## src/design/u8d_pkg.sv

```systemverilog
// ----------------------------------------------------------------------------
// u8d_pkg
// Shared types, constants and the head-of-hold decode for the UTF-8 decoder.
// ----------------------------------------------------------------------------
package u8d_pkg;

  localparam int unsigned HOLD_DEPTH = 4;
  localparam int unsigned CP_W       = 21;
  localparam int unsigned CNT_W      = 3;

  localparam logic [CP_W-1:0] REPLACEMENT = 21'h00FFFD;

  // Lead and continuation byte patterns
  localparam logic [7:0] LEAD2_MASK = 8'hE0;
  localparam logic [7:0] LEAD2_CODE = 8'hC0;
  localparam logic [7:0] LEAD3_MASK = 8'hF0;
  localparam logic [7:0] LEAD3_CODE = 8'hE0;
  localparam logic [7:0] LEAD4_MASK = 8'hF8;
  localparam logic [7:0] LEAD4_CODE = 8'hF0;
  localparam logic [7:0] CONT_MASK  = 8'hC0;
  localparam logic [7:0] CONT_CODE  = 8'h80;
  localparam logic [7:0] PAYLOAD6   = 8'h3F;

  typedef logic [HOLD_DEPTH-1:0][7:0] hold_vec_t;

  // Outcome of decoding the sequence at the head of the hold
  typedef struct packed {
    logic             emit;
    logic             clr;
    logic [CNT_W-1:0] drop;
    logic [CP_W-1:0]  cp;
  } decode_t;

  // Controller to datapath
  typedef struct packed {
    logic take;
    logic step;
  } u8d_cmd_t;

  // Datapath to controller
  typedef struct packed {
    logic emit;
    logic last;
    logic out_free;
  } u8d_status_t;

  // Decode the head sequence of the hold; only entries below cnt are used
  function automatic decode_t decode_head(hold_vec_t b, logic [CNT_W-1:0] cnt, logic fin);
    decode_t          d;
    logic [1:0]       extra;
    logic [CNT_W-1:0] need;
    logic             bad;
    logic [CP_W-1:0]  acc;
    d     = '0;
    extra = 2'd0;
    acc   = '0;
    if ((b[0] & LEAD2_MASK) == LEAD2_CODE) begin
      extra = 2'd1;
      acc   = {10'b0, b[0][4:0], b[1][5:0]};
    end else if ((b[0] & LEAD3_MASK) == LEAD3_CODE) begin
      extra = 2'd2;
      acc   = {5'b0, b[0][3:0], b[1][5:0], b[2][5:0]};
    end else if ((b[0] & LEAD4_MASK) == LEAD4_CODE) begin
      extra = 2'd3;
      acc   = {b[0][2:0], b[1][5:0], b[2][5:0], b[3][5:0]};
    end
    need = {1'b0, extra} + 3'd1;
    bad  = ((extra >= 2'd1) && ((b[1] & CONT_MASK) != CONT_CODE))
        || ((extra >= 2'd2) && ((b[2] & CONT_MASK) != CONT_CODE))
        || ((extra == 2'd3) && ((b[3] & CONT_MASK) != CONT_CODE));
    if (cnt == '0) begin
      d.emit = 1'b0;
    end else if (b[0][7] == 1'b0) begin
      // Plain byte
      d.emit = 1'b1;
      d.cp   = {13'b0, b[0]};
      d.drop = 3'd1;
    end else if (extra == 2'd0) begin
      // Stray or invalid lead
      d.emit = 1'b1;
      d.cp   = REPLACEMENT;
      d.drop = 3'd1;
    end else if (cnt < need) begin
      // Incomplete: wait, or give one replacement at the end of the text
      d.emit = fin;
      d.clr  = fin;
      d.cp   = REPLACEMENT;
    end else if (bad) begin
      d.emit = 1'b1;
      d.cp   = REPLACEMENT;
      d.drop = 3'd1;
    end else begin
      d.emit = 1'b1;
      d.cp   = acc;
      d.drop = need;
    end
    return d;
  endfunction

endpackage

```

## src/design/u8d_ctrl.sv

```systemverilog
// ----------------------------------------------------------------------------
// u8d_ctrl
// Controller: takes one byte, then steps the datapath once per result.
// ----------------------------------------------------------------------------
module u8d_ctrl (
  input  logic                 clk,
  input  logic                 rst,
  input  logic                 s_tvalid,
  output logic                 s_tready,
  input  u8d_pkg::u8d_status_t status,
  output u8d_pkg::u8d_cmd_t    cmd
);
  import u8d_pkg::*;

  typedef enum logic [1:0] {
    S_IDLE = 2'b01,
    S_EVAL = 2'b10
  } state_t;

  state_t state;
  state_t state_next;

  // Advance the state
  always_ff @(posedge clk) begin
    if (rst) begin
      state <= S_IDLE;
    end else begin
      state <= state_next;
    end
  end

  // Sequence the work on one item
  always_comb begin
    state_next = state;
    cmd        = '0;
    s_tready   = 1'b0;
    unique case (state)
      S_IDLE: begin
        s_tready = 1'b1;
        if (s_tvalid) begin
          cmd.take   = 1'b1;
          state_next = S_EVAL;
        end
      end
      S_EVAL: begin
        if (!status.emit) begin
          state_next = S_IDLE;
        end else if (status.out_free) begin
          cmd.step = 1'b1;
          if (status.last) begin
            state_next = S_IDLE;
          end
        end
      end
      default: begin
        state_next = S_IDLE;
      end
    endcase
  end

endmodule

```

## src/design/u8d_datapath.sv

```systemverilog
// ----------------------------------------------------------------------------
// u8d_datapath
// Byte hold, head decode with one-step lookahead, and the output register.
// ----------------------------------------------------------------------------
module u8d_datapath (
  input  logic                 clk,
  input  logic                 rst,
  input  u8d_pkg::u8d_cmd_t    cmd,
  output u8d_pkg::u8d_status_t status,
  input  logic [7:0]           s_tdata,   // [7:0] text_byte
  input  logic                 s_tlast,
  output logic                 m_tvalid,
  input  logic                 m_tready,
  output logic [23:0]          m_tdata,   // [20:0] code_point, [23:21] zero
  output logic                 m_tuser,   // [0] run_last
  output logic                 m_tlast
);
  import u8d_pkg::*;

  hold_vec_t        held;
  logic [CNT_W-1:0] cnt;
  logic             fin;
  logic [CP_W-1:0]  cp_q;

  decode_t          cur;
  decode_t          nxt;
  hold_vec_t        held_next;
  logic [CNT_W-1:0] cnt_next;

  // Decode the head, then what the head would be after this result
  always_comb begin
    cur       = decode_head(held, cnt, fin);
    held_next = held >> {cur.drop, 3'b000};
    cnt_next  = cur.clr ? '0 : (cnt - cur.drop);
    nxt       = decode_head(held_next, cnt_next, fin);
  end

  assign status.emit     = cur.emit;
  assign status.last     = !nxt.emit;
  assign status.out_free = !m_tvalid || m_tready;

  // Hold bytes: append on take, drop the consumed head on step
  always_ff @(posedge clk) begin
    if (cmd.take) begin
      held[cnt[1:0]] <= s_tdata;
      fin            <= s_tlast;
    end else if (cmd.step) begin
      held <= held_next;
    end
  end

  // Hold count
  always_ff @(posedge clk) begin
    if (rst) begin
      cnt <= '0;
    end else if (cmd.take) begin
      cnt <= cnt + 3'd1;
    end else if (cmd.step) begin
      cnt <= cnt_next;
    end
  end

  // Output register
  always_ff @(posedge clk) begin
    if (rst) begin
      m_tvalid <= 1'b0;
    end else if (cmd.step) begin
      m_tvalid <= 1'b1;
    end else if (m_tready) begin
      m_tvalid <= 1'b0;
    end
  end

  always_ff @(posedge clk) begin
    if (cmd.step) begin
      cp_q    <= cur.cp;
      m_tuser <= !nxt.emit;
      m_tlast <= !nxt.emit && fin;
    end
  end

  assign m_tdata = {3'b000, cp_q};

endmodule

```

## src/design/utf8_stream_decoder_unit.sv

```systemverilog
// A byte is taken in the idle state; its first result is registered by the first step
// in the evaluate state. The controller steps one head sequence of the hold per cycle
// while the output is free; a byte causes 0 to 4 results, all out before the next byte.
// Output stalls hold the stepping but a finished result does not block the next byte.
// Reset (rst, synchronous, active high) empties the hold and the output register.
// ----------------------------------------------------------------------------
// utf8_stream_decoder_unit
// Streaming UTF-8 byte to code point decoder with replacement on bad input.
// ----------------------------------------------------------------------------
module utf8_stream_decoder_unit (
  input  logic        clk,
  input  logic        rst,
  input  logic        s_tvalid,
  output logic        s_tready,
  input  logic [7:0]  s_tdata,   // [7:0] text_byte
  input  logic        s_tlast,   // text_end
  output logic        m_tvalid,
  input  logic        m_tready,
  output logic [23:0] m_tdata,   // [20:0] code_point, [23:21] zero
  output logic        m_tuser,   // [0] run_last
  output logic        m_tlast    // text_done
);
  import u8d_pkg::*;

  u8d_cmd_t    cmd;
  u8d_status_t status;

  u8d_ctrl u_ctrl (
    .clk      (clk),
    .rst      (rst),
    .s_tvalid (s_tvalid),
    .s_tready (s_tready),
    .status   (status),
    .cmd      (cmd)
  );

  u8d_datapath u_dp (
    .clk      (clk),
    .rst      (rst),
    .cmd      (cmd),
    .status   (status),
    .s_tdata  (s_tdata),
    .s_tlast  (s_tlast),
    .m_tvalid (m_tvalid),
    .m_tready (m_tready),
    .m_tdata  (m_tdata),
    .m_tuser  (m_tuser),
    .m_tlast  (m_tlast)
  );

endmodule

```

## config.mk

```make
export PLATFORM = sky130hd
export DESIGN_NAME = utf8_stream_decoder_unit
export DESIGN_NICKNAME = d
export VERILOG_FILES = /design/src/design/u8d_pkg.sv /design/src/design/u8d_ctrl.sv /design/src/design/u8d_datapath.sv /design/src/design/utf8_stream_decoder_unit.sv
export SDC_FILE = /design/constraint.sdc
export NUM_CORES = 1
export LEC_CHECK = 0
export BUFFER_PORTS_ARGS = -buffer_cell sky130_fd_sc_hd__buf_4
export CELL_PAD_IN_SITES_DETAIL_PLACEMENT = 2
export CELL_PAD_IN_SITES_GLOBAL_PLACEMENT = 2
export CORE_ASPECT_RATIO = 2
export CORE_MARGIN = 2
export CORE_UTILIZATION = 39
export CTS_BUF_LIST = sky130_fd_sc_hd__clkbuf_16
export DETAILED_ROUTE_END_ITERATION = 8
export GPL_TIMING_DRIVEN = 0
export PLACE_DENSITY = 0.91
export SYNTH_ARGS = -nofsm -noshare
export SYNTH_HDL_FRONTEND = slang
export SYNTH_HIERARCHICAL = 1
export SYNTH_SLANG_ARGS = --single-unit
```

## constraint.sdc

```tcl
create_clock -name clk -period 6 [get_ports clk]
set_clock_uncertainty 0.05 [all_clocks]
set_input_delay 0.3 -clock clk [delete_from_list [all_inputs] [get_ports clk]]
set_output_delay 0.3 -clock clk [all_outputs]
set_load 0.005 [all_outputs]
```

==> impl_metrics.tcl <==
set metrics [dict create \
    grt_usage_pct 27.6 \
    setup_viol 0 \
    synth_area_leaders "edfxtp_1 (44%), a21oi_1 (4.1%), ha_1 (4.0%)" \
    fill_cells 1012 \
    hold_class "input pin to flop" \
    area_growth_pct 23.1 \
    wire_per_inst_um 25.2 \
    clk_pin_slew_ps 50 \
    hold_path.startpoint "s_tlast" \
    dp_hpwl_um 10100 \
    synth-edff-count 56 \
    multi_input_area_sq_um 1920 \
    synth_top_area_share_pct 44.3 \
    antenna_found_initial 0 \
    synth_cell_type_count 67 \
    ios 41 \
    synth_seq_cells 62 \
    power_leakage_nw 1.78 \
    synthArstFlopShare_pct 0 \
    syn-cell-area_sq_um 3800 \
    power.total_mw 1.30 \
    cp.required_ps 6190 \
    seqCellArea_sq_um 1800 \
    crit_arrival_ps 5940 \
    rows 51 \
    pre_cts_slack_ps -174 \
    start_util_pct 39.4 \
    crit_type "flop to flop" \
    post-route-period-util_pct 95.9 \
    drive_gt1_share_pct 23.5 \
    synth_seq_area_share_pct 47.4 \
    cts_buffers 9 \
    fmax_mhz 174 \
    first_global_vias 3606 \
    place_congestion 0.876 \
    setup_ws_ps 245 \
    clk_latency_ps 340 \
    fin_area_sq_um 4670 \
    grt_first_pass_wirelength_um 21100 \
    reg2reg_from "u_dp/held[5]$_DFFE_PP_" \
    die_x_um 73.8 \
    placed_cell_area_sq_um 4250 \
    status "completed" \
    yosys_warnings 6 \
    crit_path_max_fanout 10 \
    viasPerCell 6.03 \
    antenna_cells 0 \
    drt_iter0_markers 282 \
    syn_avg_cell_area_sq_um 10.7 \
    r2r_end "u_ctrl/state[1]$_SDFFE_PP0P_" \
    drt_wl_total_um 14000 \
    cts_tree "built" \
    cts_sinks 62 \
    p_per_area_nw_per_um2 277 \
    timing.final.crit_period_ps 5760 \
    ant_nets 0 \
    drc 0 \
    fin_nets 443 \
    reg2reg_depth 25 \
    portBuffers 37 \
    start_kind "flop" \
    synth_most_common_cell "edfxtp_1" \
    fp.dieArea_sq_um 10600 \
    die_h_um 144 \
    holdBufCountCts 0 \
    synth_top_area_cell "edfxtp_1" \
    relSlewSlack_pct 30.5 \
    grt_overflow_total 0 \
    cap_viol_max_count 0 \
    worstHoldPathCells 1 \
    core_area_sq_um 9640 \
    holdPathEnd "u_dp/fin$_DFFE_PP_" \
    grt_max_degree 30 \
    critPathCaptureType "flop" \
    cts_buffer_depth 2 \
    vdd_drop_max_uv 209 \
    worstMarginPinSlew_ps 1040 \
    syn_inst 356 \
    synth-main-ff-cell "edfxtp_1" \
    cts-htree-levels 3 \
    r2r_setup_slack_ps 240 \
    vias 3342 \
    slew_violations 0 \
    drt_pass1_iterations 5 \
    synthTopCellsByCount "edfxtp_1 (56), nand2_1 (32), a21oi_1 (31)" \
    cts-root-buf "clkbuf_16" \
    report.final.hold_viol_count 0 \
]
## layer usage
| metal | part of all wire [%] | wire length, um | global-route usage, % | vias up |
|---|---|---|---|---|
| met5 | 0 | 0 | 0 | - |
| met4 | 5.2 | 728 | 16.3 | 0 |
| met1 | 35 | 4910 | 29.1 | 1691 |
| li1 | - | - | - | 1496 |
| met2 | 56 | 7830 | 49.2 | 112 |
| met3 | 3.7 | 513 | 4.91 | 43 |
## kinds of logic after synthesis
family,synth area share (%)
XOR/XNOR,0.692
adder cells (fa/ha/maj),4.48
other,0.0987
buffers and inverters,4.18
flip-flops,47.4
AND/OR/NAND/NOR,18.8
multiplexers,3.56
AO/OA/AOI/OAI,20.8
## flip-flops by register name (all words and copies together) (netlist names)
register,count
u_dp/held,32
u_dp/cnt,3
u_dp/fin,1
u_dp/m_tvalid,1
u_dp/m_tlast,1
u_ctrl/state,2
u_dp/cp_q,21
u_dp/m_tuser,1
## power by group
group	total (mW)	internal (mW)	switching [mW]
registers	0.513	0.495	0.0182
logic	0.317	0.127	0.190
clock network	0.465	0.272	0.194
## placed cells by master, fill, tap and decap left out, drive strengths merged, types with 2 or more instances in the layout
| master | Yosys | routed |
|---|---|---|
| nand2b | 7 | 7 |
| a22o | 11 | 11 |
| or2 | 3 | 3 |
| nor3 | 7 | 7 |
| and3b | 2 | 2 |
| o21ai | 17 | 17 |
| a22oi | 6 | 6 |
| a221o | 11 | 11 |
| xnor2 | 2 | 2 |
| inv | 14 | 15 |
| mux2 | 3 | 3 |
| and4 | 5 | 5 |
| and3 | 10 | 10 |
| dfxtp | 6 | 6 |
| a2111oi | 2 | 2 |
| nand4b | 2 | 2 |
| clkinv | 0 | 5 |
| o22ai | 2 | 2 |
| and2 | 11 | 11 |
| nor2b | 6 | 6 |
| nor2 | 24 | 24 |
| a21oi | 33 | 33 |
| a222oi | 10 | 10 |
| a21o | 2 | 2 |
| a211o | 2 | 2 |
| buf | 11 | 58 |
| mux2i | 9 | 9 |
| conb | 1 | 3 |
| a31oi | 3 | 3 |
| clkbuf | 9 | 19 |
| edfxtp | 56 | 56 |
| nand2 | 33 | 33 |
| ha | 12 | 12 |
| nand3 | 6 | 6 |
## per-stage QoR
| step | hold WS (ps) | utilization [%] | instances | TNS [ps] |
|---|---|---|---|---|
| final | 81.0 | 48.5 | 554 | 0 |
| after global routing | 73.1 | 48.5 | 554 | -150 |
| after CTS | 72.3 | 47.0 | 544 | 0 |
| after detailed placement | 431 | 44.1 | 527 | -284 |
| after global placement | 429 | 44.1 | 527 | 0 |
| after floorplan | 319 | - | 358 | 0 |
## worst max-delay path, cell delays in order, from the launching register on
cell and delay [ps]:
edfxtp_1 510, nand3_4 180, or2_2 350, inv_1 70, ha_1 180, inv_1 90, ha_1 350, nand2_1 120
a211o_4 360, nand3_4 140, and3_1 200, buf_6 180, mux2_4 330, mux2i_2 280, nor2_1 140, or3_1 380
ha_1 290, inv_1 40, ha_1 200, a2111oi_4 300, nand2_1 110, a211oi_1 220, o22ai_1 130, a21oi_2 150
nand2_1 90, a31o_1 210
## area by class of cell
class / instances / share of cell area [%]
Clock buffer: 9 / 4.82
Buffer: 20 / 2.46
Sequential cell: 62 / 38.5
Multi-Input combinational cell: 262 / 41.1
Tap cell: 132 / 3.53
Timing Repair Buffer: 48 / 7.71
Inverter: 14 / 1.12
Clock inverter: 7 / 0.696
## worst max path at each step
stage                     cells past startpoint                    from                      endpoint  slack, ps
after floorplan                              25  u_dp/held[4]$_DFFE_PP_  u_ctrl/state[1]$_SDFFE_PP0P_       1000
after global placement                       24  u_dp/held[3]$_DFFE_PP_  u_ctrl/state[1]$_SDFFE_PP0P_         90
after detailed placement                     24  u_dp/held[3]$_DFFE_PP_  u_ctrl/state[1]$_SDFFE_PP0P_       -170
after CTS                                    25  u_dp/held[5]$_DFFE_PP_  u_ctrl/state[1]$_SDFFE_PP0P_         40
after global routing                         25  u_dp/held[5]$_DFFE_PP_  u_ctrl/state[1]$_SDFFE_PP0P_        -80
final                                        25  u_dp/held[5]$_DFFE_PP_  u_ctrl/state[1]$_SDFFE_PP0P_        240
## what timing repair did
action                                  4_1_cts  5_1_grt
pin swaps                                     0        1
resized for setup                             3       12
endpoints found under the setup margin        2        3
setup buffers                                 1       10
(Power assumes the default switching activity.)
